<file path="src/hdl/gtoe_pkg.sv">
// Shared constants, types and elaboration-time tables for the geodetic to ECEF converter
`default_nettype none
package gtoe_pkg;

	localparam int CORDIC_STAGES = 32;
	localparam int TRIG_FRACTION_BITS = 30;
	localparam int GUARD_BITS = 16;

	localparam int ANGLE_W = 32;
	localparam int HEIGHT_W = 28;
	localparam int OUT_W = 34;
	localparam int AXIS_W = 33;
	localparam int ECC_W = 31;
	localparam int TRIG_W = TRIG_FRACTION_BITS + 2;

	// CORDIC datapath word: x/y in Q60, z with 2^61 = pi
	localparam int CW = 64;
	localparam int STAGE_IDX_W = $clog2(CORDIC_STAGES);

	localparam int SQRT_STEPS = 32;
	localparam int SQRT_IDX_W = 5;
	localparam int SQRT_W = 64;
	localparam int ROOT_W = 32;

	localparam int QUOT_W = 34;
	localparam int DIV_STEPS = QUOT_W;
	localparam int NUM_W = 64;
	localparam int REM_W = 32;

	localparam int RMUL_STAGES = 5;
	localparam int RMUL_A_W = 56;

	localparam logic [63:0] GAIN_Q32 = 64'h0000_0000_9B74_EDA8;
	localparam logic [63:0] TWO_OVER_PI_Q64 = 64'hA2F9_836E_4E44_152A;

	localparam logic [AXIS_W-1:0] AXIS_RESET = 33'd6378137000;
	localparam logic [ECC_W-1:0] ECC_RESET = 31'd28752143;

	localparam int CFG_IDX_W = 4;
	localparam int CFG_DATA_W = AXIS_W;
	localparam logic [CFG_IDX_W-1:0] CFG_SEMI_MAJOR = 4'd0;
	localparam logic [CFG_IDX_W-1:0] CFG_ECC_SQ = 4'd1;

	typedef struct packed {
		logic signed [CW-1:0] x;
		logic signed [CW-1:0] y;
		logic signed [CW-1:0] z;
		logic                 flip;
	} cordic_t;

	typedef struct packed {
		logic [SQRT_W-1:0] v;
		logic [SQRT_W-1:0] res;
	} sqrt_t;

	typedef struct packed {
		logic [REM_W-1:0]  rem;
		logic [NUM_W-1:0]  numq;
		logic [ROOT_W-1:0] dvsr;
	} div_t;

	// shift-subtract division, elaboration only
	function automatic logic [63:0] udiv64(input logic [63:0] num, input logic [63:0] den);
		logic [64:0] r;
		logic [63:0] q;
		r = '0;
		q = '0;
		for (int b = 63; b >= 0; b--) begin
			r = {r[63:0], num[b]};
			if (r >= {1'b0, den}) begin
				r = r - {1'b0, den};
				q[b] = 1'b1;
			end
		end
		return q;
	endfunction

	// atan(2^-i) from the arctangent series, scaled so 2^61 = pi
	function automatic logic [63:0] atan_units(input int unsigned i);
		logic [63:0]  sum;
		logic [63:0]  term;
		logic [127:0] prod;
		int           e;
		sum = '0;
		if (i == 0) return 64'd1 << 59;
		for (int k = 0; k < 64; k++) begin
			e = 62 - int'(i) * (2 * k + 1);
			if (e >= 0) begin
				term = udiv64(64'd1 << e, 64'(2 * k + 1));
				if (k[0]) sum = sum - term;
				else sum = sum + term;
			end
		end
		prod = {64'd0, sum} * {64'd0, TWO_OVER_PI_Q64};
		return {2'b00, prod[127:66]};
	endfunction

endpackage
`default_nettype wire

</file>
<file path="src/hdl/gtoe_div_cell.sv">
// One quotient bit of the restoring divider with its output register
`default_nettype none
module gtoe_div_cell (
	input  logic           clk,
	input  logic           en,
	input  gtoe_pkg::div_t din,
	output gtoe_pkg::div_t dout
);
	localparam int RW = gtoe_pkg::REM_W;
	localparam int NW = gtoe_pkg::NUM_W;

	gtoe_pkg::div_t nxt;
	gtoe_pkg::div_t quo_q;
	logic [RW:0]    trial;
	logic [RW:0]    diff;
	logic           qb;

	always_comb begin
		trial = {din.rem, din.numq[NW-1]};
		diff = trial - {1'b0, din.dvsr};
		qb = (trial >= {1'b0, din.dvsr});
		nxt = din;
		nxt.rem = qb ? diff[RW-1:0] : trial[RW-1:0];
		nxt.numq = {din.numq[NW-2:0], qb};
	end

	always_ff @(posedge clk) begin
		if (en) quo_q <= nxt;
	end

	assign dout = quo_q;
endmodule
`default_nettype wire

</file>
<file path="config.mk">
export PLATFORM = sky130hd
export DESIGN_NAME = gtoe_div_cell
export DESIGN_NICKNAME = d
export VERILOG_FILES = /design/src/hdl/gtoe_pkg.sv /design/src/hdl/gtoe_div_cell.sv
export SDC_FILE = /design/constraint.sdc
export NUM_CORES = 1
export LEC_CHECK = 0
export ABC_AREA = 1
export BUFFER_PORTS_ARGS = -buffer_cell sky130_fd_sc_hd__buf_2
export CORE_MARGIN = 2
export CORE_UTILIZATION = 45
export DETAILED_ROUTE_END_ITERATION = 10
export MAX_ROUTING_LAYER = met4
export PLACE_DENSITY = 0.8
export SLEW_MARGIN = 40
export SYNTH_ARGS = -nofsm -noshare
export SYNTH_HDL_FRONTEND = slang
export SYNTH_SLANG_ARGS = --single-unit
</file>
<file path="constraint.sdc">
create_clock -name clk -period 2.7 [get_ports clk]
set_input_delay 0.54 -clock clk [delete_from_list [all_inputs] [get_ports clk]]
set_output_delay 0.54 -clock clk [all_outputs]
set_load 0.03 [all_outputs]
</file>
==> results.md <==
* Max reg flops at 128
* RSZ-0062 raised after global routing: false
* Largest area contributor in the netlist: edfxtp_1
* DR iter-0 viols at 316
* Die Ht at 129 um
* P_int at 0.00419 W
* Max Freq at 412 MHz
* Yosys warns at 0
* PortBufs at 257
* Flops & latches, synth at 128
* Number of buffers created by CTS at 17
* Layout fillers at 1337
* DP Area at 8810 um2
* Critical path start-end classification: input pin to register
* Sw frac at 32.2%
* Syn nets at 943
* Fin Setup TNS at 0 ns
* Critical Path Source Type: input pin
* Share of layout cells above drive strength 1 at 32.5%
* Wirelength, routed at 19.4 mm
* Outcome: finished, final reports clean
* Post-synth EDFFs at 128
* Top Ports at 258
* Synth top area cells: edfxtp_1 (55%), nand2_1 (15%), inv_1 (7.9%)
* Clk sinks at 128
* Final Cycle Share at 89.9%
* CTS Buffer Depth at 2
* Arrival time worst endpoint at 2.59 ns
* Gate Count Post-Synth at 780
* Routability cong. at 0.950
* Synthesized area at 7040 um2
* Final instance area at 9390 um2
* Area Growth Syn to Fin at 33.5%
* Largest net degree at the start of global routing at 51
* Sequential share of power at 39.8%
* Synth cell count leaders: nand2_1 (276), inv_1 (149), edfxtp_1 (128), nand3_1 (52), nor2_1 (34)
* Die area at 16700 um2
* Gr ovfl total at 0
* Hold_buf cts at 0
* Post-layout min period at 2.43 ns
* Vias at 6021
* CP Capture Type: register
* Lkg Pwr at 4.87 nW
* Clock transition at path regs at 0.06 ns
* Count of cell types in the netlist at 29
* Syn_area_per_cell at 9.02 um2
* # DRC at 0
* Core Area at 15300 um2
* # rows at 45
* CTS-repair resized insts at 0
* Final setup violation count at 0
* Comb power frac at 24.2%
* Psw at 0.00199 W
* # Post-CTS Setup Buffers at 0
* Worst-Margin Slew at 0.632 ns
* Dpl ws at -0.159 ns
* Die W at 129 um
* Worst setup margin at 0.272 ns
* Nets at 1244
* GRT Total Usage at 24.5%
* HPWL after DPL at 15.5 mm
* Post-DR wirelength/cell at 14.8 um
* Ys async rst share at 0%
* H-tree depth at 4
* Power per Cell Area at 658 nW/um2
* Clock share of power at 36.0%
* Vias/cell at 4.61
* Most numerous cell in the Yosys netlist: nand2_1
* Top-area cell type share of the netlist area at 54.6%
* Critical path peak fanout at 35
* Final Core Density at 61.6%
* Slew Limit Fails at 0
* Initial antenna violation count at 2
* CTS Root Cell: clkbuf_16
* Final Hold Fails at 0
* Antenna-violating nets left at 0
* Main synth FF type: edfxtp_1
* Vias in the first global route at 6084
* Min-delay worst type: input pin to register
* Worst EP required at 2.86 ns
* Max-cap violations at 0
* VDD IR max at 0.387 mV
* Slew margin rel. at 57.7%
* TritonRoute pass-1 iters at 5
* Initial Util at 46.1%
* CTS tree: yes
* Sequential cell area fraction in the yosys report at 54.6%
* First-pass GRT wire length at 30.1 mm
path summary, 6_finish.rpt:
| path | from | end | slack (ns) | depth (start not counted) |
|---|---|---|---|---|
| hold / removal | din[71] | dout[72]$_DFFE_PP_ | 0.29 | 1 |
| setup / recovery | din[22] | dout[96]$_DFFE_PP_ | 0.27 | 13 |
through the flow:
step           cells  power (W)  hold WS [ns]
2_1_floorplan    780    0.00347         0.639
3_3_place_gp    1273    0.00398         0.717
3_5_place_dp    1273    0.00400         0.719
4_1_cts         1305    0.00623         0.276
5_1_grt         1307    0.00646         0.278
6_report        1307    0.00619         0.290
routing by layer:
metal	vias up	share of wire, %	GRT usage, %
met4	0	2.1	8.38
met2	191	48	41.0
met1	2711	43	28.7
met5	-	0	-
li1	3091	-	-
met3	28	7.2	6.44
cell usage in the layout (no fill, tap or decap), types with 6 or more instances in the layout:
cell / count
a21oi_1: 21
inv_1: 149
buf_2: 256
nor3_1: 6
nor2_1: 34
edfxtp_1: 128
xor2_1: 13
buf_4: 32
clkbuf_16: 17
nand3_1: 52
and2_1: 8
nand3_2: 16
ha_1: 32
nand3b_1: 10
nand2_1: 276
cell families (layout without fill, tap and decap cells):
logic type / Yosys count / after routing / synth area share (%)
buffers and inverters: 162 / 476 / 9.26
AOI/OAI and AO/OA: 24 / 24 / 1.74
xor gates and xnor gates: 14 / 14 / 1.74
and+or+nand+nor: 419 / 419 / 26.7
adders and majority gates: 33 / 33 / 5.97
DFF: 128 / 128 / 54.6
other: 0 / 2 / 0
layout make-up:
type	instances	area [um2]	area share [%]
Clock inverter	15	150	1.60
Multi-Input combinational cell	490	2540	27.1
Tap cell	211	264	2.81
Antenna cell	2	5.00	0.0533
Timing Repair Buffer	292	1590	17.0
Inverter	152	571	6.07
Sequential cell	128	3840	40.9
Clock buffer	17	425	4.53
critical path, stage by stage:
cell,delay [ns]
buf_2,0.09
inv_1,0.04
ha_1,0.35
nand2_1,0.12
nor2_1,0.08
nand2_1,0.10
nor2_2,0.07
nand2_1,0.06
nand3_1,0.11
nor2_4,0.51
nand2_8,0.29
nand2_1,0.12
o21ai_0,0.09
power by group through the flow:
stage / logic, W / clock network, W / registers, W
2_1_floorplan: 0.000556 / 0 / 0.00291
3_3_place_gp: 0.00148 / 0 / 0.00250
3_5_place_dp: 0.00149 / 0 / 0.00250
4_1_cts: 0.00150 / 0.00227 / 0.00247
5_1_grt: 0.00164 / 0.00234 / 0.00248
6_report: 0.00149 / 0.00223 / 0.00246
Note: power is estimated with default switching activity, not from simulation.
