## src/hdl/gtoe_pkg.sv

```systemverilog
// Shared constants, types and elaboration-time tables for the geodetic to ECEF converter
`default_nettype none
package gtoe_pkg;

	localparam int CORDIC_STAGES = 32;
	localparam int TRIG_FRACTION_BITS = 30;
	localparam int GUARD_BITS = 16;

	localparam int ANGLE_W = 32;
	localparam int HEIGHT_W = 28;
	localparam int OUT_W = 34;
	localparam int AXIS_W = 33;
	localparam int ECC_W = 31;
	localparam int TRIG_W = TRIG_FRACTION_BITS + 2;

	// CORDIC datapath word: x/y in Q60, z with 2^61 = pi
	localparam int CW = 64;
	localparam int STAGE_IDX_W = $clog2(CORDIC_STAGES);

	localparam int SQRT_STEPS = 32;
	localparam int SQRT_IDX_W = 5;
	localparam int SQRT_W = 64;
	localparam int ROOT_W = 32;

	localparam int QUOT_W = 34;
	localparam int DIV_STEPS = QUOT_W;
	localparam int NUM_W = 64;
	localparam int REM_W = 32;

	localparam int RMUL_STAGES = 5;
	localparam int RMUL_A_W = 56;

	localparam logic [63:0] GAIN_Q32 = 64'h0000_0000_9B74_EDA8;
	localparam logic [63:0] TWO_OVER_PI_Q64 = 64'hA2F9_836E_4E44_152A;

	localparam logic [AXIS_W-1:0] AXIS_RESET = 33'd6378137000;
	localparam logic [ECC_W-1:0] ECC_RESET = 31'd28752143;

	localparam int CFG_IDX_W = 4;
	localparam int CFG_DATA_W = AXIS_W;
	localparam logic [CFG_IDX_W-1:0] CFG_SEMI_MAJOR = 4'd0;
	localparam logic [CFG_IDX_W-1:0] CFG_ECC_SQ = 4'd1;

	typedef struct packed {
		logic signed [CW-1:0] x;
		logic signed [CW-1:0] y;
		logic signed [CW-1:0] z;
		logic                 flip;
	} cordic_t;

	typedef struct packed {
		logic [SQRT_W-1:0] v;
		logic [SQRT_W-1:0] res;
	} sqrt_t;

	typedef struct packed {
		logic [REM_W-1:0]  rem;
		logic [NUM_W-1:0]  numq;
		logic [ROOT_W-1:0] dvsr;
	} div_t;

	// shift-subtract division, elaboration only
	function automatic logic [63:0] udiv64(input logic [63:0] num, input logic [63:0] den);
		logic [64:0] r;
		logic [63:0] q;
		r = '0;
		q = '0;
		for (int b = 63; b >= 0; b--) begin
			r = {r[63:0], num[b]};
			if (r >= {1'b0, den}) begin
				r = r - {1'b0, den};
				q[b] = 1'b1;
			end
		end
		return q;
	endfunction

	// atan(2^-i) from the arctangent series, scaled so 2^61 = pi
	function automatic logic [63:0] atan_units(input int unsigned i);
		logic [63:0]  sum;
		logic [63:0]  term;
		logic [127:0] prod;
		int           e;
		sum = '0;
		if (i == 0) return 64'd1 << 59;
		for (int k = 0; k < 64; k++) begin
			e = 62 - int'(i) * (2 * k + 1);
			if (e >= 0) begin
				term = udiv64(64'd1 << e, 64'(2 * k + 1));
				if (k[0]) sum = sum - term;
				else sum = sum + term;
			end
		end
		prod = {64'd0, sum} * {64'd0, TWO_OVER_PI_Q64};
		return {2'b00, prod[127:66]};
	endfunction

endpackage
`default_nettype wire

```

## src/hdl/gtoe_rmul.sv

```systemverilog
// Split signed multiply by a trig value, rounded and saturated to the output width
`default_nettype none
module gtoe_rmul (
	input  logic                                  clk,
	input  logic                                  en,
	input  logic signed [gtoe_pkg::RMUL_A_W-1:0]  a,
	input  logic signed [gtoe_pkg::TRIG_W-1:0]    b,
	output logic signed [gtoe_pkg::OUT_W-1:0]     p
);
	localparam int AW = gtoe_pkg::RMUL_A_W;
	localparam int TW = gtoe_pkg::TRIG_W;
	localparam int LW = AW / 2;
	localparam int HW = AW - LW;
	localparam int PW = AW + TW;
	localparam int FS = gtoe_pkg::TRIG_FRACTION_BITS + gtoe_pkg::GUARD_BITS;
	localparam int MW = PW - FS;
	localparam int OW = gtoe_pkg::OUT_W;
	localparam logic [PW-1:0] HALF = PW'(1) << (FS - 1);
	localparam logic [OW-1:0] POS_LIM = (OW'(1) << (OW - 1)) - OW'(1);
	localparam logic [OW-1:0] NEG_LIM = OW'(1) << (OW - 1);

	logic [AW-1:0]    amag_s1;
	logic [TW-1:0]    bmag_s1;
	logic             neg_s1;
	logic [LW+TW-1:0] plo_s2;
	logic [HW+TW-1:0] phi_s2;
	logic             neg_s2;
	logic [MW-1:0]    mag_s3;
	logic             neg_s3;
	logic [OW-1:0]    smag_s4;
	logic             neg_s4;
	logic [OW-1:0]    p_s5;
	logic [PW-1:0]    sum;
	logic [OW-1:0]    lim;

	assign sum = (PW'(phi_s2) << LW) + PW'(plo_s2) + HALF;
	assign lim = neg_s3 ? NEG_LIM : POS_LIM;

	always_ff @(posedge clk) begin
		if (en) begin
			amag_s1 <= a[AW-1] ? $unsigned(-a) : $unsigned(a);
			bmag_s1 <= b[TW-1] ? $unsigned(-b) : $unsigned(b);
			neg_s1 <= a[AW-1] ^ b[TW-1];

			plo_s2 <= amag_s1[LW-1:0] * bmag_s1;
			phi_s2 <= amag_s1[AW-1:LW] * bmag_s1;
			neg_s2 <= neg_s1;

			mag_s3 <= sum[PW-1:FS];
			neg_s3 <= neg_s2;

			smag_s4 <= (mag_s3 > MW'(lim)) ? lim : OW'(mag_s3);
			neg_s4 <= neg_s3;

			p_s5 <= neg_s4 ? (~smag_s4 + OW'(1)) : smag_s4;
		end
	end

	assign p = $signed(p_s5);
endmodule
`default_nettype wire

```

## config.mk

```make
export PLATFORM = sky130hd
export DESIGN_NAME = gtoe_rmul
export DESIGN_NICKNAME = d
export VERILOG_FILES = /design/src/hdl/gtoe_pkg.sv /design/src/hdl/gtoe_rmul.sv
export SDC_FILE = /design/constraint.sdc
export NUM_CORES = 2
export LEC_CHECK = 0
export BUFFER_PORTS_ARGS = -buffer_cell sky130_fd_sc_hd__buf_4
export CAP_MARGIN = 40
export CELL_PAD_IN_SITES_DETAIL_PLACEMENT = 0
export CELL_PAD_IN_SITES_GLOBAL_PLACEMENT = 1
export CORE_MARGIN = 1
export CORE_UTILIZATION = 50
export CTS_CLUSTER_SIZE = 20
export DETAILED_ROUTE_END_ITERATION = 12
export HOLD_SLACK_MARGIN = 0.12
export PLACE_DENSITY = 0.84
export SKIP_LAST_GASP = 1
export SYNTH_ARGS = -nofsm -noshare
export SYNTH_HDL_FRONTEND = slang
export SYNTH_SLANG_ARGS = --single-unit
```

## constraint.sdc

```tcl
create_clock -name clk -period 8.25 [get_ports clk]
set_clock_uncertainty 0.05 [all_clocks]
set_input_delay 0.825 -clock clk [delete_from_list [all_inputs] [get_ports clk]]
set_output_delay 0.825 -clock clk [all_outputs]
set_load 0.02 [all_outputs]
```

==> qor.csv <==
stage;metric;value;unit
cts;clock_sinks;294;
route;wl_per_cell;20.62;µm
timing;rsz0062_at_grt;no;
floorplan;die_area;0.1449;mm²
global_routing;grt_max_degree;115;
synthesis;synth.distinct_cells;64;
synthesis;synth_seq_area_share;0.1232;
critical_path;startpoint_type;flop;
synthesis;ys_top_cells_by_count;inv_1 (1785), fa_1 (1555), nand2_1 (988), and2_1 (948), ha_1 (523);
timing;tns;0;ps
route;postRouteAntennaNets;0;
timing;finalMaxSlewViolations;0;
final_layout;nFillCells;12670;
critical_path;required;8520;ps
cts;h-tree-depth;2;
critical_path;reg2reg_from;bmag_s1[5];
cts;cts_hold_buf;0;
synthesis;async_flop_share;0;
cts;cts_tree;built;
timing;period_minus_slack;8011;ps
cts;clkTransAtPathRegs;60;ps
critical_path;cp.arrival;8280;ps
global_routing;grt_usage;0.2770;
timing;hold-worst-slack;353.9;ps
cts;clock_path_buffers;3;
final_layout;fin_nets;9720;
critical_path;crit_start;bmag_s1[5];
synthesis;ys_warn_count;0;
synthesis;synthFlopType;edfxtp_1;
placement;port_buffers;123;
critical_path;worst_path_largest_cell_delay;550;ps
global_routing;grt_first_pass_wirelength;310700;µm
synthesis;synth.most_common_cell;inv_1;
timing;fmax;0.1248;GHz
final_layout;syn_to_final_growth;7.607;%
route;drt-initial-drc-count;3560;
synthesis;synth_cells;7550;
floorplan;initial_utilization;0.5049;
final_layout;utilization;0.5434;
route;detail_route.first_pass.iterations;6;
floorplan;num_rows;138;
placement;hpwlAfterDp;159800;µm
placement;place_congestion;0.9279;
critical_path;crit_top_cell;fa_1;
timing;hold_viol;0;
critical_path;reg2reg_slack;240;ps
timing;setup_viol;0;
synthesis;synth_edf_count;294;
synthesis;avgSynthCellArea;9.492;µm²
timing;tightest_slew;1046;ps
critical_path;worstSetupEndpointType;flop;
cts;cts_buffers;41;
global_routing;overflow;0;
route;wirelength;195400;µm
critical_path;path_max_fanout;16;
critical_path;reg2reg_to;plo_s2[49];
critical_path;worstSetupEndpoint;plo_s2[49];
floorplan;die_height;380.6;µm
synthesis;yosys-top-cells-area;fa_1 (43%), edfxtp_1 (12%), inv_1 (9.3%);
synthesis;yosysTopAreaCell;fa_1;
synthesis;ys_ff_latch;294;
floorplan;core_area;0.1419;mm²
cts;clockRootBuffer;clkbuf_16;
route;drc;0;
floorplan;ioPinCount;124;
critical_path;critPathSlowestCell;fa_1;
job;maxCapViolations;0;
route;vias;50980;
final_layout;drive_above_1_share;0.06503;
timing;finalCritPeriodShare;0.9711;
synthesis;synth_top_area_frac;0.4344;
hold_path;hold_class;primary input to flop;
critical_path;r2r_cells;29;
cts;clk_latency;630;ps
floorplan;dieWidth;380.6;µm
route;routed_via_density;5.380;
global_routing;first_global_vias;55190;
timing;slew_headroom;0.3030;
synthesis;synth_nets;9718;
critical_path;worstSetupPathType;flop to flop;
status;status;completed;
global_routing;grt_antenna_before_repair;13;
synthesis;syn-cell-area;0.07167;mm²
sequential cells by signal, indices dropped and copies added, names as in the netlist, 32 cells and up:
signal and count:
p 34, amag_s1 56, bmag_s1 32, smag_s4 34, plo_s2 32, phi_s2 60
mag_s3 42
cells in the final DEF, fill, tap and decap left out, drive strengths merged, types with 57 or more instances in the layout:
cell and count:
fa 1555, inv 1789, and2 948, o21ai 115
nand2 988, buf 365, xnor2 199, a21o 57
nor2 64, a21oi 121, ha 523, edfxtp 294
worst min-delay path by stage:
| stage | endpoint | from | cells past startpoint | slack [ps] |
|---|---|---|---|---|
| final | amag_s1[0] | a[0] | 1 | 350 |
| after global routing | amag_s1[0] | a[0] | 1 | 340 |
| after detailed placement | neg_s2 | neg_s1 | 0 | 370 |
| after floorplan | neg_s2 | neg_s1 | 0 | 350 |
| after CTS | amag_s1[0] | a[0] | 1 | 310 |
| after global placement | neg_s2 | neg_s1 | 0 | 370 |
cell type report:
class	instances	area, µm²	share of cell area
timing repair buffer	366	3266	0.04235
clock inverter	25	183.9	0.002385
clock buffer	47	1049	0.01360
inverter	1785	6700	0.08688
multi-input combinational	5064	54720	0.7095
tap	1890	2365	0.03066
sequential	294	8828	0.1145
antenna	5	12.51	0.0001622
per-stage QoR:
step	worst slack, ps	instance area (µm²)	instances
detailed placement	-643.5	75640	9385
global route	14.61	77110	9471
CTS	18.08	76950	9464
finish	238.8	77120	9476
global placement	-1491	75580	9380
floorplan	787.9	71670	7550
layer usage:
layer  part of all wire  GRT usage
met2               0.47     0.4507
met1               0.41     0.3757
met5            0.00026          0
met4              0.031    0.08159
met3              0.090    0.05467
logic make-up (layout without fill, tap and decap cells):
kind of cell    count (synthesis)  after routing  share of synthesized area
simple gates                 2218           2218                     0.1569
flops                         294            294                     0.1232
fa+ha+maj                    2078           2078                     0.5257
buf+inv                      2192           2223                     0.1148
compound gates                488            488                    0.04407
xor+xnor                      245            245                    0.02994
mux                            35             35                   0.005465
other cells                     0              5                          0
worst max-delay path, delay by kind of cell (launching register included):
family	cells	cell delay, ps
adders and majority gates	8	3730
AOI/OAI and AO/OA	8	1630
buffers and inverters	11	1550
DFF	1	450
and+or+nand+nor	1	180
xor gates and xnor gates	1	110
repair_timing:
item                       4_1_cts  5_1_grt
resized for setup                7       26
pin swaps                        0        1
setup endpoints to repair       12       20
hold endpoints to repair         0        0
cloned                           0        0
setup buffers                    7        5
Power is not shown: default switching activity piles up to over one toggle a cycle in this logic, so the estimate is an artifact.
