$ cat src/hdl/gtoe_pkg.sv
// Shared constants, types and elaboration-time tables for the geodetic to ECEF converter
`default_nettype none
package gtoe_pkg;

	localparam int CORDIC_STAGES = 32;
	localparam int TRIG_FRACTION_BITS = 30;
	localparam int GUARD_BITS = 16;

	localparam int ANGLE_W = 32;
	localparam int HEIGHT_W = 28;
	localparam int OUT_W = 34;
	localparam int AXIS_W = 33;
	localparam int ECC_W = 31;
	localparam int TRIG_W = TRIG_FRACTION_BITS + 2;

	// CORDIC datapath word: x/y in Q60, z with 2^61 = pi
	localparam int CW = 64;
	localparam int STAGE_IDX_W = $clog2(CORDIC_STAGES);

	localparam int SQRT_STEPS = 32;
	localparam int SQRT_IDX_W = 5;
	localparam int SQRT_W = 64;
	localparam int ROOT_W = 32;

	localparam int QUOT_W = 34;
	localparam int DIV_STEPS = QUOT_W;
	localparam int NUM_W = 64;
	localparam int REM_W = 32;

	localparam int RMUL_STAGES = 5;
	localparam int RMUL_A_W = 56;

	localparam logic [63:0] GAIN_Q32 = 64'h0000_0000_9B74_EDA8;
	localparam logic [63:0] TWO_OVER_PI_Q64 = 64'hA2F9_836E_4E44_152A;

	localparam logic [AXIS_W-1:0] AXIS_RESET = 33'd6378137000;
	localparam logic [ECC_W-1:0] ECC_RESET = 31'd28752143;

	localparam int CFG_IDX_W = 4;
	localparam int CFG_DATA_W = AXIS_W;
	localparam logic [CFG_IDX_W-1:0] CFG_SEMI_MAJOR = 4'd0;
	localparam logic [CFG_IDX_W-1:0] CFG_ECC_SQ = 4'd1;

	typedef struct packed {
		logic signed [CW-1:0] x;
		logic signed [CW-1:0] y;
		logic signed [CW-1:0] z;
		logic                 flip;
	} cordic_t;

	typedef struct packed {
		logic [SQRT_W-1:0] v;
		logic [SQRT_W-1:0] res;
	} sqrt_t;

	typedef struct packed {
		logic [REM_W-1:0]  rem;
		logic [NUM_W-1:0]  numq;
		logic [ROOT_W-1:0] dvsr;
	} div_t;

	// shift-subtract division, elaboration only
	function automatic logic [63:0] udiv64(input logic [63:0] num, input logic [63:0] den);
		logic [64:0] r;
		logic [63:0] q;
		r = '0;
		q = '0;
		for (int b = 63; b >= 0; b--) begin
			r = {r[63:0], num[b]};
			if (r >= {1'b0, den}) begin
				r = r - {1'b0, den};
				q[b] = 1'b1;
			end
		end
		return q;
	endfunction

	// atan(2^-i) from the arctangent series, scaled so 2^61 = pi
	function automatic logic [63:0] atan_units(input int unsigned i);
		logic [63:0]  sum;
		logic [63:0]  term;
		logic [127:0] prod;
		int           e;
		sum = '0;
		if (i == 0) return 64'd1 << 59;
		for (int k = 0; k < 64; k++) begin
			e = 62 - int'(i) * (2 * k + 1);
			if (e >= 0) begin
				term = udiv64(64'd1 << e, 64'(2 * k + 1));
				if (k[0]) sum = sum - term;
				else sum = sum + term;
			end
		end
		prod = {64'd0, sum} * {64'd0, TWO_OVER_PI_Q64};
		return {2'b00, prod[127:66]};
	endfunction

endpackage
`default_nettype wire

$ cat src/hdl/gtoe_sqrt_cell.sv
// One digit step of the integer square root with its output register
`default_nettype none
module gtoe_sqrt_cell (
	input  logic                              clk,
	input  logic                              en,
	input  logic [gtoe_pkg::SQRT_IDX_W-1:0]   step,
	input  gtoe_pkg::sqrt_t                   din,
	output gtoe_pkg::sqrt_t                   dout
);
	localparam int SW = gtoe_pkg::SQRT_W;

	gtoe_pkg::sqrt_t nxt;
	gtoe_pkg::sqrt_t root_q;
	logic [SW-1:0]   bitv;
	logic [SW-1:0]   trial;

	always_comb begin
		bitv = SW'(1) << {step, 1'b0};
		trial = din.res + bitv;
		nxt = din;
		if (din.v >= trial) begin
			nxt.v = din.v - trial;
			nxt.res = (din.res >> 1) + bitv;
		end else begin
			nxt.res = din.res >> 1;
		end
	end

	always_ff @(posedge clk) begin
		if (en) root_q <= nxt;
	end

	assign dout = root_q;
endmodule
`default_nettype wire

$ cat config.mk
export PLATFORM = sky130hd
export DESIGN_NAME = gtoe_sqrt_cell
export DESIGN_NICKNAME = d
export VERILOG_FILES = /design/src/hdl/gtoe_pkg.sv /design/src/hdl/gtoe_sqrt_cell.sv
export SDC_FILE = /design/constraint.sdc
export NUM_CORES = 1
export LEC_CHECK = 0
export ABC_AREA = 0
export BUFFER_PORTS_ARGS = -buffer_cell sky130_fd_sc_hd__buf_2
export CAP_MARGIN = 20
export CORE_MARGIN = 2
export CORE_UTILIZATION = 46
export CTS_CLUSTER_DIAMETER = 30
export DETAILED_ROUTE_END_ITERATION = 8
export GPL_TIMING_DRIVEN = 1
export PLACE_DENSITY = 0.76
export SLEW_MARGIN = 20
export SYNTH_ARGS = -nofsm -noshare
export SYNTH_HDL_FRONTEND = slang
export SYNTH_SLANG_ARGS = --single-unit
$ cat constraint.sdc
create_clock -name clk -period 8 [get_ports clk]
set_input_delay 1.2 -clock clk [delete_from_list [all_inputs] [get_ports clk]]
set_output_delay 1.2 -clock clk [all_outputs]
set_load 0.01 [all_outputs]
==> run_summary.xml, run 1 <==
<?xml version="1.0" encoding="UTF-8"?>
<metrics>
  <group name="die">
    <metric name="top_level_ports" unit="">263</metric>
    <metric name="dieWidth" unit="µm">178</metric>
    <metric name="core_ar" unit="mm²">0.0297</metric>
    <metric name="die_area" unit="mm²">0.0317</metric>
    <metric name="initial_core_util" unit="%">46.9</metric>
    <metric name="die_height" unit="µm">178</metric>
    <metric name="fp-row-count" unit="">63</metric>
  </group>
  <group name="layout">
    <metric name="drive_above_1_share" unit="%">18.5</metric>
    <metric name="stdcell_area" unit="mm²">0.0162</metric>
    <metric name="area_growth" unit="%">15.8</metric>
    <metric name="largest_reg_flops" unit="">128</metric>
    <metric name="finish.cell_count_without_fillers" unit="">2329</metric>
    <metric name="finalNetCount" unit="">2186</metric>
    <metric name="final_core_utilization" unit="%">54.4</metric>
    <metric name="fillerInstances" unit="">2824</metric>
  </group>
  <group name="pwr">
    <metric name="swShare" unit="%">35.5</metric>
    <metric name="ir_drop" unit="mV">0.143</metric>
    <metric name="clock_power_share" unit="%">31.2</metric>
    <metric name="power.net_switching" unit="µW">927</metric>
    <metric name="power_per_cell_area" unit="mW/mm²">162</metric>
    <metric name="seq_power_share" unit="%">33.7</metric>
    <metric name="power" unit="mW">2.61</metric>
    <metric name="power.leakage" unit="nW">6.67</metric>
    <metric name="internal_power" unit="mW">1.68</metric>
    <metric name="power_frac_comb" unit="%">35.1</metric>
  </group>
  <group name="global_routing">
    <metric name="number_of_global_route_vias_before_repair" unit="">13310</metric>
    <metric name="grtUsageTotal" unit="%">29.3</metric>
    <metric name="grt_first_pass_wirelength" unit="µm">72500</metric>
    <metric name="grt.overflow.total" unit="">0</metric>
    <metric name="grt_max_degree" unit="">68</metric>
    <metric name="antenna_found_initial" unit="">2</metric>
  </group>
  <group name="clocking">
    <metric name="cts.hold.buffers_added" unit="">0</metric>
    <metric name="clock_slew_at_the_register_clock_pins_of_the_worst_setup_and_hold_paths" unit="ps">60</metric>
    <metric name="tritoncts_clock_tree" unit="">done</metric>
    <metric name="clk_root_buffer_cell" unit="">sky130_fd_sc_hd__clkbuf_16</metric>
    <metric name="clock_sinks" unit="">128</metric>
    <metric name="cts-buffers-inserted" unit="">17</metric>
    <metric name="cts_repair_resize_count" unit="">0</metric>
    <metric name="cts.htree.levels" unit="">4</metric>
    <metric name="clock_path_buffers" unit="">2</metric>
    <metric name="post_cts_repair_setup_buffers" unit="">0</metric>
  </group>
  <group name="sta">
    <metric name="max_freq" unit="MHz">136</metric>
    <metric name="final-max-slew-violation-count" unit="">0</metric>
    <metric name="worst_slew_margin" unit="%">41.3</metric>
    <metric name="period_needed" unit="ps">7340</metric>
    <metric name="post-route-period-util" unit="%">91.7</metric>
    <metric name="post_route_setup_tns" unit="ps">0</metric>
    <metric name="worst_pin_slew" unit="ps">880</metric>
    <metric name="holdWs" unit="ps">1060</metric>
    <metric name="setup_repair_after_global_routing_missed_its_margin" unit="">no</metric>
    <metric name="setup_violations" unit="">0</metric>
    <metric name="timing_hold_violations_final" unit="">0</metric>
    <metric name="worst_slack" unit="ps">661</metric>
  </group>
  <group name="run_status">
    <metric name="run_status" unit="">complete, no violations</metric>
  </group>
  <group name="drt">
    <metric name="drt-pass1-iter-count" unit="">6</metric>
    <metric name="route.antenna.remaining_nets" unit="">0</metric>
    <metric name="detail_route.vias_per_cell" unit="">6.11</metric>
    <metric name="routed-via-count" unit="">14240</metric>
    <metric name="route.detailed.wl_per_inst" unit="µm">20.4</metric>
    <metric name="drt_iter0_drc" unit="">1600</metric>
    <metric name="wirelength" unit="µm">47500</metric>
    <metric name="route.detailed.drc" unit="">0</metric>
  </group>
  <group name="synth">
    <metric name="post_synthesis_average_cell_area" unit="µm²">8.13</metric>
    <metric name="ys.warnings.count" unit="">0</metric>
    <metric name="instance_count_of_the_mapped_netlist" unit="">1715</metric>
    <metric name="cells_taking_the_most_area_after_synthesis" unit="">sky130_fd_sc_hd__edfxtp_1 28%, sky130_fd_sc_hd__ha_1 11%, sky130_fd_sc_hd__a21oi_1 6.2%, sky130_fd_sc_hd__xnor2_1 5.8%, sky130_fd_sc_hd__xor2_1 5.7%</metric>
    <metric name="postSynth.asyncResetShare" unit="%">0</metric>
    <metric name="synth-main-ff-cell" unit="">sky130_fd_sc_hd__edfxtp_1</metric>
    <metric name="synth.ff_latch_count" unit="">128</metric>
    <metric name="sequential_fraction_of_the_synthesis_area" unit="%">27.6</metric>
    <metric name="synth_cell_types" unit="">82</metric>
    <metric name="syn-num-nets" unit="">1977</metric>
    <metric name="synth_largest_type_area_fraction" unit="%">27.6</metric>
    <metric name="synth_top_area_cell" unit="">sky130_fd_sc_hd__edfxtp_1</metric>
    <metric name="syn-cell-area" unit="mm²">0.0140</metric>
    <metric name="synth_enable_flop_cells" unit="">128</metric>
  </group>
  <group name="critical_path">
    <metric name="arrival" unit="ps">7530</metric>
    <metric name="worst_path_largest_cell_delay" unit="ps">580</metric>
    <metric name="timing.critical_path.to_type" unit="">flip-flop</metric>
    <metric name="path_max_fanout" unit="">41</metric>
    <metric name="critPathLaunchType" unit="">primary input</metric>
    <metric name="crit_slowest_cell" unit="">sky130_fd_sc_hd__or4_1</metric>
    <metric name="timing.critical_path.cells" unit="">buf_2 &gt; or3b_1 &gt; nor2_1 &gt; ha_1 &gt; a31o_2 &gt; a31oi_1 &gt; nor2_1 &gt; a311oi_2 &gt; a31oi_2 &gt; and3_1 &gt; o31ai_1 &gt; o21a_1 &gt; o21ai_1 &gt; a31oi_1 &gt; xnor2_1 &gt; ha_1 &gt; nand3_1 &gt; or4_1 &gt; nor3_1 &gt; a311o_2 &gt; buf_12 &gt; mux2_2</metric>
    <metric name="cp.required" unit="ps">8190</metric>
    <metric name="critical_path_class" unit="">primary input to flip-flop</metric>
  </group>
  <group name="hold_path">
    <metric name="worst_hold_path_depth" unit="">3</metric>
    <metric name="hold-path-endpoint" unit="">dout[71]$_DFFE_PP_</metric>
    <metric name="hold_class" unit="">primary input to flip-flop</metric>
    <metric name="worst_hold_startpoint" unit="">din[71]</metric>
  </group>
  <group name="flow_run">
    <metric name="cap_violations" unit="">0</metric>
  </group>
  <group name="placement">
    <metric name="io_buffers" unit="">262</metric>
    <metric name="placed_cells" unit="">2295</metric>
    <metric name="place_ws" unit="ps">250</metric>
    <metric name="place_congestion" unit="">0.985</metric>
    <metric name="placedInstanceArea" unit="mm²">0.0156</metric>
    <metric name="hpwl" unit="µm">37700</metric>
  </group>
</metrics>
[power groups by stage]
stage          registers [mW]  clock network [mW]  logic, mW
3_5_place_dp            0.893                   0      0.894
2_1_floorplan           0.939                   0      0.525
3_3_place_gp            0.893                   0      0.886
5_1_grt                 0.887               0.845       1.00
6_report                0.880               0.814      0.917
4_1_cts                 0.881               0.819      0.901
[how the worst max path moves through the flow]
stage,from,to,cells past startpoint
after CTS,step[4],dout[7]$_DFFE_PP_,26
after global routing,step[4],dout[9]$_DFFE_PP_,26
after floorplan,step[2],dout[42]$_DFFE_PP_,26
after global placement,step[4],dout[124]$_DFFE_PP_,26
after detailed placement,step[4],dout[7]$_DFFE_PP_,26
final,step[4],dout[73]$_DFFE_PP_,22
[cell type report]
| type | instances | area [µm²] | area share [%] |
|---|---|---|---|
| multi-input cells | 1471 | 9660 | 59.8 |
| clock buffers | 20 | 437 | 2.70 |
| inverters | 29 | 109 | 0.674 |
| well taps | 390 | 488 | 3.02 |
| flip-flops and latches | 128 | 3840 | 23.8 |
| repair buffers | 277 | 1480 | 9.14 |
| diodes | 2 | 5.00 | 0.0310 |
| clock inverters | 12 | 143 | 0.883 |
[placed cells by master (no fill, tap or decap), types with 11 or more instances in the layout]
| cell type | n |
|---|---|
| sky130_fd_sc_hd__nand2_1 | 177 |
| sky130_fd_sc_hd__buf_2 | 261 |
| sky130_fd_sc_hd__buf_4 | 12 |
| sky130_fd_sc_hd__a21o_1 | 43 |
| sky130_fd_sc_hd__edfxtp_1 | 128 |
| sky130_fd_sc_hd__nand2b_1 | 18 |
| sky130_fd_sc_hd__and3_1 | 13 |
| sky130_fd_sc_hd__and2_1 | 21 |
| sky130_fd_sc_hd__o21ai_0 | 112 |
| sky130_fd_sc_hd__nand4_1 | 45 |
| sky130_fd_sc_hd__nor3_1 | 17 |
| sky130_fd_sc_hd__o21bai_1 | 21 |
| sky130_fd_sc_hd__o21ai_1 | 11 |
| sky130_fd_sc_hd__clkbuf_16 | 17 |
| sky130_fd_sc_hd__nor2b_1 | 22 |
| sky130_fd_sc_hd__xnor2_1 | 92 |
| sky130_fd_sc_hd__a21oi_1 | 172 |
| sky130_fd_sc_hd__o211ai_1 | 11 |
| sky130_fd_sc_hd__inv_1 | 29 |
| sky130_fd_sc_hd__xor2_1 | 91 |
| sky130_fd_sc_hd__nor2_1 | 197 |
| sky130_fd_sc_hd__nand3_1 | 37 |
| sky130_fd_sc_hd__a31oi_1 | 57 |
| sky130_fd_sc_hd__a31o_2 | 18 |
| sky130_fd_sc_hd__ha_1 | 126 |
| sky130_fd_sc_hd__o31ai_1 | 19 |
[logic make-up after synthesis]
group                      synth area share (%)
xor gates and xnor gates                   11.5
DFF                                        27.6
adders and majority gates                  11.8
buffers and inverters                      3.35
and+or+nand+nor                            20.4
muxes                                     0.161
AOI/OAI and AO/OA                          25.2
[synthesized netlist by cell type, drive strengths merged, types with 3 or more instances]
cell type,number
o41ai,3
a31oi,59
o21a,10
and2,21
maj3,5
nand2b,18
nor3b,6
a21o,43
a41oi,9
and3,13
o21bai,21
ha,126
buf,13
a31o,18
inv,29
or2,10
a311oi,3
or3,7
and4,7
o31ai,19
nor3,17
nand4,45
a211oi,11
nand3b,3
a221oi,6
edfxtp,128
xor2,91
a21oi,174
xnor2,92
a21boi,8
or4,6
clkbuf,74
o31a,5
nand3,38
nor2,199
o211ai,11
a211o,3
nor4,6
nor2b,22
o21ai,125
nand2,177
o211a,3
o22ai,3
[critical path, delay by kind of cell]
family | cells | cell delay, ps
adders and majority gates | 2 | 780
xor gates and xnor gates | 1 | 180
muxes | 1 | 350
and+or+nand+nor | 7 | 2220
AOI/OAI and AO/OA | 9 | 2360
buffers and inverters | 2 | 380
[routing by layer]
layer	part of all wire, %	wire length [µm]	vias to the layer above	GRT usage (%)
li1	-	-	6781	-
met1	45	21200	6627	41.2
met2	44	20900	736	45.8
met3	8.5	4020	96	4.60
met4	2.8	1320	0	10.0
met5	0	0	-	0
Note: power is estimated with default switching activity, not from simulation.
==> run 2, diff against run 1 <==
--- a/config.mk
+++ b/config.mk
@@ -14,6 +14,7 @@
 export DETAILED_ROUTE_END_ITERATION = 8
 export GPL_TIMING_DRIVEN = 1
 export PLACE_DENSITY = 0.76
+export REMOVE_ABC_BUFFERS = 1
 export SLEW_MARGIN = 20
 export SYNTH_ARGS = -nofsm -noshare
 export SYNTH_HDL_FRONTEND = slang
==> constraint.sdc (replaced) <==
create_clock -name clk -period 9.4 [get_ports clk]
set_input_delay 1.41 -clock clk [delete_from_list [all_inputs] [get_ports clk]]
set_output_delay 1.41 -clock clk [all_outputs]
set_load 0.01 [all_outputs]
==> run 2 against run 1 <==
Net effect: sequential cell count stayed put; non-clock buffer count down 7; worst setup slack improved by 880 ps; final cell count down 0.13%; die area did not move; combinational power down 15%; global-route usage down 0.68 points; count of clock-buffer cells in the layout shrank 3; critical path depth is 1 higher; clock power shrank 11%.
==> run_summary.xml, run 2 (synthesis results as in run 1) <==
<?xml version="1.0" encoding="UTF-8"?>
<metrics>
  <group name="die">
    <metric name="die_height" unit="µm">178</metric>
    <metric name="top_level_ports" unit="">263</metric>
    <metric name="core_ar" unit="mm²">0.0297</metric>
    <metric name="dieWidth" unit="µm">178</metric>
    <metric name="fp-row-count" unit="">63</metric>
    <metric name="die_area" unit="mm²">0.0317</metric>
    <metric name="initial_core_util" unit="%">46.9</metric>
  </group>
  <group name="critical_path">
    <metric name="worst_path_largest_cell_delay" unit="ps">700</metric>
    <metric name="crit_slowest_cell" unit="">sky130_fd_sc_hd__a2111oi_0</metric>
    <metric name="timing.critical_path.cells" unit="">buf_2 &gt; or3b_1 &gt; nor2_1 &gt; ha_1 &gt; nand4_1 &gt; inv_1 &gt; a211o_1 &gt; a2111oi_0 &gt; nor4b_1 &gt; or4_1 &gt; o2111ai_1 &gt; a21oi_1 &gt; o21ai_1 &gt; xor2_1 &gt; ha_1 &gt; nand4_1 &gt; nor2_1 &gt; nand3_1 &gt; nor3_1 &gt; nor2b_1 &gt; a311o_2 &gt; buf_12 &gt; mux2_2</metric>
    <metric name="critical-path-top-delay-family" unit="">simple AND/OR/NAND/NOR gates</metric>
    <metric name="arrival" unit="ps">8040</metric>
    <metric name="critical_path_class" unit="">primary input to flip-flop</metric>
    <metric name="critical_path_buf_inv_count" unit="">3</metric>
    <metric name="setup.worst_path.start" unit="">step[4]</metric>
    <metric name="timing.critical_path.to_type" unit="">flip-flop</metric>
    <metric name="path_max_fanout" unit="">76</metric>
    <metric name="critPathLaunchType" unit="">primary input</metric>
    <metric name="cp.required" unit="ps">9590</metric>
  </group>
  <group name="sta">
    <metric name="final-max-slew-violation-count" unit="">0</metric>
    <metric name="post-route-period-util" unit="%">83.6</metric>
    <metric name="worst_pin_slew" unit="ps">953</metric>
    <metric name="post_route_setup_tns" unit="ps">0</metric>
    <metric name="setup_repair_after_global_routing_missed_its_margin" unit="">no</metric>
    <metric name="period_needed" unit="ps">7860</metric>
    <metric name="timing_hold_violations_final" unit="">0</metric>
    <metric name="worst_slew_margin" unit="%">36.5</metric>
    <metric name="setup_violations" unit="">0</metric>
    <metric name="max_freq" unit="MHz">127</metric>
  </group>
  <group name="drt">
    <metric name="detail_route.vias_per_cell" unit="">6.06</metric>
    <metric name="drt-pass1-iter-count" unit="">6</metric>
    <metric name="routed.top_layer" unit="">met4</metric>
    <metric name="route.detailed.drc" unit="">0</metric>
    <metric name="route.antenna.remaining_nets" unit="">0</metric>
    <metric name="route.detailed.wl_per_inst" unit="µm">19.9</metric>
    <metric name="detailroute.wirelength.met3" unit="µm">3560</metric>
    <metric name="wirelength" unit="µm">46200</metric>
    <metric name="drt_iter0_drc" unit="">1226</metric>
    <metric name="routed-via-count" unit="">14106</metric>
    <metric name="met1Wirelength" unit="µm">21600</metric>
    <metric name="metal2_wl" unit="µm">19700</metric>
  </group>
  <group name="layout">
    <metric name="stdcell_area" unit="mm²">0.0161</metric>
    <metric name="area_growth" unit="%">15.6</metric>
    <metric name="final_core_utilization" unit="%">54.3</metric>
    <metric name="fillerInstances" unit="">2824</metric>
    <metric name="layout.cells.most_common" unit="">sky130_fd_sc_hd__buf_2</metric>
    <metric name="seq_area" unit="mm²">0.00384</metric>
    <metric name="most_used_cells_in_the_layout_excluding_fill_and_tap_cells" unit="">261 x sky130_fd_sc_hd__buf_2, 197 x sky130_fd_sc_hd__nor2_1, 177 x sky130_fd_sc_hd__nand2_1, 172 x sky130_fd_sc_hd__a21oi_1, 128 x sky130_fd_sc_hd__edfxtp_1</metric>
    <metric name="finish.cell_count_without_fillers" unit="">2326</metric>
    <metric name="multiInputGateArea" unit="mm²">0.00966</metric>
    <metric name="finalNetCount" unit="">2179</metric>
    <metric name="largest_reg_flops" unit="">128</metric>
    <metric name="drive_above_1_share" unit="%">18.3</metric>
  </group>
  <group name="global_routing">
    <metric name="grt_max_degree" unit="">77</metric>
    <metric name="grtUsageTotal" unit="%">28.7</metric>
    <metric name="number_of_global_route_vias_before_repair" unit="">12986</metric>
    <metric name="grt.overflow.total" unit="">0</metric>
    <metric name="grt_first_pass_wirelength" unit="µm">70600</metric>
    <metric name="antenna_found_initial" unit="">5</metric>
  </group>
  <group name="clocking">
    <metric name="clock_slew_at_the_register_clock_pins_of_the_worst_setup_and_hold_paths" unit="ps">60</metric>
    <metric name="post_cts_repair_setup_buffers" unit="">0</metric>
    <metric name="cts_repair_resize_count" unit="">0</metric>
    <metric name="cts-buffers-inserted" unit="">17</metric>
    <metric name="clock_sinks" unit="">128</metric>
    <metric name="cts.hold.buffers_added" unit="">0</metric>
    <metric name="clock_path_buffers" unit="">2</metric>
    <metric name="cts.htree.levels" unit="">4</metric>
    <metric name="clk_root_buffer_cell" unit="">sky130_fd_sc_hd__clkbuf_16</metric>
    <metric name="tritoncts_clock_tree" unit="">done</metric>
  </group>
  <group name="placement">
    <metric name="io_buffers" unit="">262</metric>
    <metric name="place_congestion" unit="">0.942</metric>
    <metric name="hpwl" unit="µm">36500</metric>
    <metric name="placedInstanceArea" unit="mm²">0.0155</metric>
    <metric name="placed_cells" unit="">2288</metric>
  </group>
  <group name="pwr">
    <metric name="power.leakage" unit="nW">6.64</metric>
    <metric name="power_per_cell_area" unit="mW/mm²">140</metric>
    <metric name="ir_drop" unit="mV">0.130</metric>
  </group>
  <group name="hold_path">
    <metric name="hold_class" unit="">primary input to flip-flop</metric>
    <metric name="hold-path-endpoint" unit="">dout[71]$_DFFE_PP_</metric>
    <metric name="worst_hold_startpoint" unit="">din[71]</metric>
    <metric name="worst_hold_path_depth" unit="">3</metric>
  </group>
  <group name="run_status">
    <metric name="run_status" unit="">complete, no violations</metric>
  </group>
  <group name="flow_run">
    <metric name="cap_violations" unit="">0</metric>
  </group>
</metrics>
run 2: cell types whose count changed in the layout (fill, tap and decap cells not counted), sizes merged:
cell / delta
buf: -7
diode: +4
clkbuf: -3
inv: +2
bufinv: +1
run 2: layout make-up:
class | count | area share, %
multi-input combinational | 1471 | 59.9
sequential | 128 | 23.8
timing repair buffer | 270 | 8.67
tap | 390 | 3.03
clock buffer | 17 | 2.64
clock inverter | 15 | 1.19
inverter | 29 | 0.675
antenna | 6 | 0.0931
run 2: per-layer routing:
| layer | global-route usage, % | vias to the layer above |
|---|---|---|
| li1 | - | 6772 |
| met1 | 42.7 | 6566 |
| met2 | 42.5 | 697 |
| met3 | 2.98 | 71 |
| met4 | 10.6 | 0 |
| met5 | 0 | - |
run 2: worst max path at each step:
stage	to	slack (ps)	cells after the start
floorplan	dout[106]$_DFFE_PP_	-480	23
global placement	dout[112]$_DFFE_PP_	1290	23
detailed placement	dout[112]$_DFFE_PP_	1150	23
CTS	dout[112]$_DFFE_PP_	1580	23
global route	dout[112]$_DFFE_PP_	1020	23
finish	dout[112]$_DFFE_PP_	1540	23
run 2: worst min-delay path: stages:
cell                      delay [ps]
sky130_fd_sc_hd__buf_2           100
sky130_fd_sc_hd__nand2_1          50
sky130_fd_sc_hd__o31ai_1          50
run 2: power breakdown:
part / switching (mW) / leakage [nW] / internal, mW
Sequential: 0.0208 / 1.25 / 0.727
Combinational: 0.490 / 5.09 / 0.287
Clock: 0.284 / 0.296 / 0.442
run 2: metrics by stage:
step | worst slack, ps | power, mW | hold WS [ps]
final | 1540 | 2.25 | 1280
after global routing | 1020 | 2.36 | 1290
after CTS | 1580 | 2.25 | 1260
after detailed placement | 1150 | 1.52 | 1710
after global placement | 1290 | 1.51 | 1720
after floorplan | -481 | 1.24 | 1520
==> run 3, diff against run 2 <==
--- a/config.mk
+++ b/config.mk
@@ -5,7 +5,7 @@
 export SDC_FILE = /design/constraint.sdc
 export NUM_CORES = 1
 export LEC_CHECK = 0
-export ABC_AREA = 0
+export ABC_AREA = 1
 export BUFFER_PORTS_ARGS = -buffer_cell sky130_fd_sc_hd__buf_2
 export CAP_MARGIN = 20
 export CORE_MARGIN = 2
@@ -13,7 +13,7 @@
 export CTS_CLUSTER_DIAMETER = 30
 export DETAILED_ROUTE_END_ITERATION = 8
 export GPL_TIMING_DRIVEN = 1
-export PLACE_DENSITY = 0.76
+export PLACE_DENSITY = 0.74
 export REMOVE_ABC_BUFFERS = 1
 export SLEW_MARGIN = 20
 export SYNTH_ARGS = -nofsm -noshare
==> constraint.sdc (replaced) <==
create_clock -name clk -period 7.5 [get_ports clk]
set_input_delay 1.125 -clock clk [delete_from_list [all_inputs] [get_ports clk]]
set_output_delay 1.125 -clock clk [all_outputs]
set_load 0.01 [all_outputs]
==> run 3 against run 2 <==
Net effect: count of clock-buffer cells in the layout unchanged; clock power is 37% higher; combinational power rose by 43%; first-iteration DRC count rose by 55%; global-route usage rose by 6.9 points; non-clock buffer count stayed put; worst hold slack got worse by 330 ps; sequential cell count did not move; via count is 50% higher; synthesized cell count is 79% higher; total power rose by 35%.
==> run_summary.xml, run 3 <==
<?xml version="1.0" encoding="UTF-8"?>
<metrics>
  <group name="placement">
    <metric name="hpwl" unit="µm">62900</metric>
    <metric name="io_buffers" unit="">262</metric>
    <metric name="placed_cells" unit="">3817</metric>
    <metric name="place_congestion" unit="">1.06</metric>
    <metric name="place_ws" unit="ps">352</metric>
  </group>
  <group name="synth">
    <metric name="yosys.cell_count.top_type" unit="">sky130_fd_sc_hd__nand2_1</metric>
    <metric name="syn-cell-area" unit="mm²">0.0181</metric>
    <metric name="cells_taking_the_most_area_after_synthesis" unit="">sky130_fd_sc_hd__edfxtp_1 21%, sky130_fd_sc_hd__nand2_1 19%, sky130_fd_sc_hd__inv_1 9.7%, sky130_fd_sc_hd__nor2_1 8.9%, sky130_fd_sc_hd__ha_1 8.7%</metric>
    <metric name="ys.warnings.count" unit="">0</metric>
    <metric name="yosys-top-cells-count" unit="">918 x sky130_fd_sc_hd__nand2_1, 468 x sky130_fd_sc_hd__inv_1, 430 x sky130_fd_sc_hd__nor2_1, 222 x sky130_fd_sc_hd__o21ai_0, 176 x sky130_fd_sc_hd__a21oi_1</metric>
    <metric name="instance_count_of_the_mapped_netlist" unit="">3065</metric>
    <metric name="synth.ff_latch_count" unit="">128</metric>
    <metric name="post_synthesis_average_cell_area" unit="µm²">5.91</metric>
    <metric name="synth-main-ff-cell" unit="">sky130_fd_sc_hd__edfxtp_1</metric>
    <metric name="postSynth.asyncResetShare" unit="%">0</metric>
    <metric name="synth_enable_flop_cells" unit="">128</metric>
    <metric name="synth_cell_types" unit="">47</metric>
    <metric name="synth_top_area_cell" unit="">sky130_fd_sc_hd__edfxtp_1</metric>
    <metric name="synth_largest_type_area_fraction" unit="%">21.2</metric>
    <metric name="sequential_fraction_of_the_synthesis_area" unit="%">21.2</metric>
  </group>
  <group name="critical_path">
    <metric name="critical_path_class" unit="">primary input to flip-flop</metric>
    <metric name="arrival" unit="ps">7070</metric>
    <metric name="critPathLaunchType" unit="">primary input</metric>
    <metric name="timing.critical_path.to_type" unit="">flip-flop</metric>
    <metric name="cp.required" unit="ps">7710</metric>
    <metric name="path_max_fanout" unit="">36</metric>
  </group>
  <group name="drt">
    <metric name="route.detailed.wl_per_inst" unit="µm">19.2</metric>
    <metric name="drt-pass1-iter-count" unit="">6</metric>
    <metric name="detail_route.vias_per_cell" unit="">5.51</metric>
    <metric name="route.antenna.remaining_nets" unit="">0</metric>
    <metric name="drt_iter0_drc" unit="">1905</metric>
    <metric name="routed-via-count" unit="">21217</metric>
    <metric name="route.detailed.drc" unit="">0</metric>
    <metric name="wirelength" unit="µm">74000</metric>
  </group>
  <group name="layout">
    <metric name="layout.cells.most_common" unit="">sky130_fd_sc_hd__nand2_1</metric>
    <metric name="fillerInstances" unit="">4195</metric>
    <metric name="most_used_cells_in_the_layout_excluding_fill_and_tap_cells" unit="">918 x sky130_fd_sc_hd__nand2_1, 468 x sky130_fd_sc_hd__inv_1, 430 x sky130_fd_sc_hd__nor2_1, 261 x sky130_fd_sc_hd__buf_2, 222 x sky130_fd_sc_hd__o21ai_0</metric>
    <metric name="largest_reg_flops" unit="">128</metric>
    <metric name="finalNetCount" unit="">3580</metric>
    <metric name="finish.cell_count_without_fillers" unit="">3852</metric>
    <metric name="drive_above_1_share" unit="%">10.3</metric>
    <metric name="area_growth" unit="%">13.7</metric>
  </group>
  <group name="sta">
    <metric name="worst_slew_margin" unit="%">35.6</metric>
    <metric name="setup_violations" unit="">0</metric>
    <metric name="worst_pin_slew" unit="ps">955</metric>
    <metric name="post-route-period-util" unit="%">91.4</metric>
    <metric name="final-max-slew-violation-count" unit="">0</metric>
    <metric name="setup_repair_after_global_routing_missed_its_margin" unit="">no</metric>
    <metric name="post_route_setup_tns" unit="ps">0</metric>
    <metric name="period_needed" unit="ps">6850</metric>
    <metric name="worst_slack" unit="ps">646</metric>
    <metric name="max_freq" unit="MHz">146</metric>
    <metric name="timing_hold_violations_final" unit="">0</metric>
  </group>
  <group name="die">
    <metric name="die_height" unit="µm">202</metric>
    <metric name="initial_core_util" unit="%">46.7</metric>
    <metric name="dieWidth" unit="µm">202</metric>
    <metric name="fp-row-count" unit="">72</metric>
    <metric name="top_level_ports" unit="">263</metric>
    <metric name="core_ar" unit="mm²">0.0387</metric>
    <metric name="die_area" unit="mm²">0.0410</metric>
  </group>
  <group name="global_routing">
    <metric name="antenna_found_initial" unit="">3</metric>
    <metric name="number_of_global_route_vias_before_repair" unit="">20217</metric>
    <metric name="grt_max_degree" unit="">90</metric>
    <metric name="grtUsageTotal" unit="%">35.6</metric>
    <metric name="grt_first_pass_wirelength" unit="µm">111000</metric>
    <metric name="grt.overflow.total" unit="">0</metric>
  </group>
  <group name="pwr">
    <metric name="ir_drop" unit="mV">0.168</metric>
    <metric name="power.leakage" unit="nW">9.49</metric>
    <metric name="power_per_cell_area" unit="mW/mm²">148</metric>
  </group>
  <group name="flow_run">
    <metric name="cap_violations" unit="">0</metric>
  </group>
  <group name="clocking">
    <metric name="cts.hold.buffers_added" unit="">0</metric>
    <metric name="clock_sinks" unit="">128</metric>
    <metric name="post_cts_repair_setup_buffers" unit="">0</metric>
    <metric name="clock_slew_at_the_register_clock_pins_of_the_worst_setup_and_hold_paths" unit="ps">70</metric>
    <metric name="cts_repair_resize_count" unit="">0</metric>
    <metric name="clock_path_buffers" unit="">2</metric>
    <metric name="tritoncts_clock_tree" unit="">done</metric>
    <metric name="cts.htree.levels" unit="">4</metric>
    <metric name="cts-buffers-inserted" unit="">17</metric>
    <metric name="clk_root_buffer_cell" unit="">sky130_fd_sc_hd__clkbuf_16</metric>
  </group>
  <group name="run_status">
    <metric name="run_status" unit="">complete, no violations</metric>
  </group>
  <group name="hold_path">
    <metric name="hold_class" unit="">primary input to flip-flop</metric>
  </group>
</metrics>
-- run 3: cell type report --
cell class	count	area (µm²)	area share, %
Sequential cell	128	3840	18.7
Tap cell	518	648	3.15
Inverter	480	1800	8.76
Clock buffer	17	425	2.07
Multi-Input combinational cell	2421	12200	59.4
Antenna cell	3	7.51	0.0365
Clock inverter	15	240	1.17
Timing Repair Buffer	270	1400	6.79
-- run 3: per-layer routing --
layer / track usage, % / vias up / part of all wire (%)
li1: - / 10502 / -
met1: 43.6 / 9538 / 40
met2: 59.6 / 959 / 46
met3: 3.98 / 218 / 7.2
met4: 22.4 / 0 / 6.7
met5: 0 / - / 0
-- run 3: critical path, cell delays in order --
cell,delay (ps)
sky130_fd_sc_hd__buf_2,260
sky130_fd_sc_hd__inv_1,410
sky130_fd_sc_hd__nor3_1,700
sky130_fd_sc_hd__ha_1,400
sky130_fd_sc_hd__nand2_1,140
sky130_fd_sc_hd__o21ai_0,190
sky130_fd_sc_hd__a21oi_1,360
sky130_fd_sc_hd__a21boi_0,510
sky130_fd_sc_hd__o21ai_0,140
sky130_fd_sc_hd__a21oi_1,180
sky130_fd_sc_hd__nand2_1,70
sky130_fd_sc_hd__nand2_1,50
sky130_fd_sc_hd__nand2_1,60
sky130_fd_sc_hd__ha_1,370
sky130_fd_sc_hd__nand2_1,110
sky130_fd_sc_hd__nor2_1,180
sky130_fd_sc_hd__inv_2,70
sky130_fd_sc_hd__nor2_2,130
sky130_fd_sc_hd__inv_2,70
sky130_fd_sc_hd__nor4_4,300
sky130_fd_sc_hd__nand3_1,260
sky130_fd_sc_hd__nand3_4,280
sky130_fd_sc_hd__clkinv_2,120
sky130_fd_sc_hd__buf_4,290
sky130_fd_sc_hd__nand2_1,140
sky130_fd_sc_hd__o21ai_2,60
-- run 3: final timing paths --
path      from                  end  slack, ps  cells past startpoint
min   din[107]  dout[107]$_DFFE_PP_        950                      3
max    step[4]    dout[3]$_DFFE_PP_        650                     26
-- run 3: stage by stage --
| stage | total power, mW | cell area, µm² | util [%] | hold WS, ps |
|---|---|---|---|---|
| final | 3.04 | 20600 | 53.2 | 953 |
| after global routing | 3.18 | 20600 | 53.1 | 960 |
| after CTS | 3.02 | 20600 | 53.1 | 945 |
| after detailed placement | 2.03 | 19900 | 51.4 | 1420 |
| after global placement | 2.03 | 19900 | 51.4 | 1420 |
| after floorplan | 1.61 | 17900 | - | 1240 |
-- run 3: cells by family (layout without fill, tap and decap cells) --
kind of cell	Yosys count	in the layout	share of synthesized area, %
AOI/OAI and AO/OA	520	520	15.7
xor gates and xnor gates	91	91	4.40
adders and majority gates	127	127	8.82
buffers and inverters	516	782	11.3
DFF	128	128	21.2
other	0	3	0
and+or+nand+nor	1683	1683	38.5
-- run 3: where the power goes --
part / switching, mW / internal (mW)
Combinational: 0.746 / 0.359
Clock: 0.373 / 0.621
Sequential: 0.0274 / 0.911
Total: 1.15 / 1.89
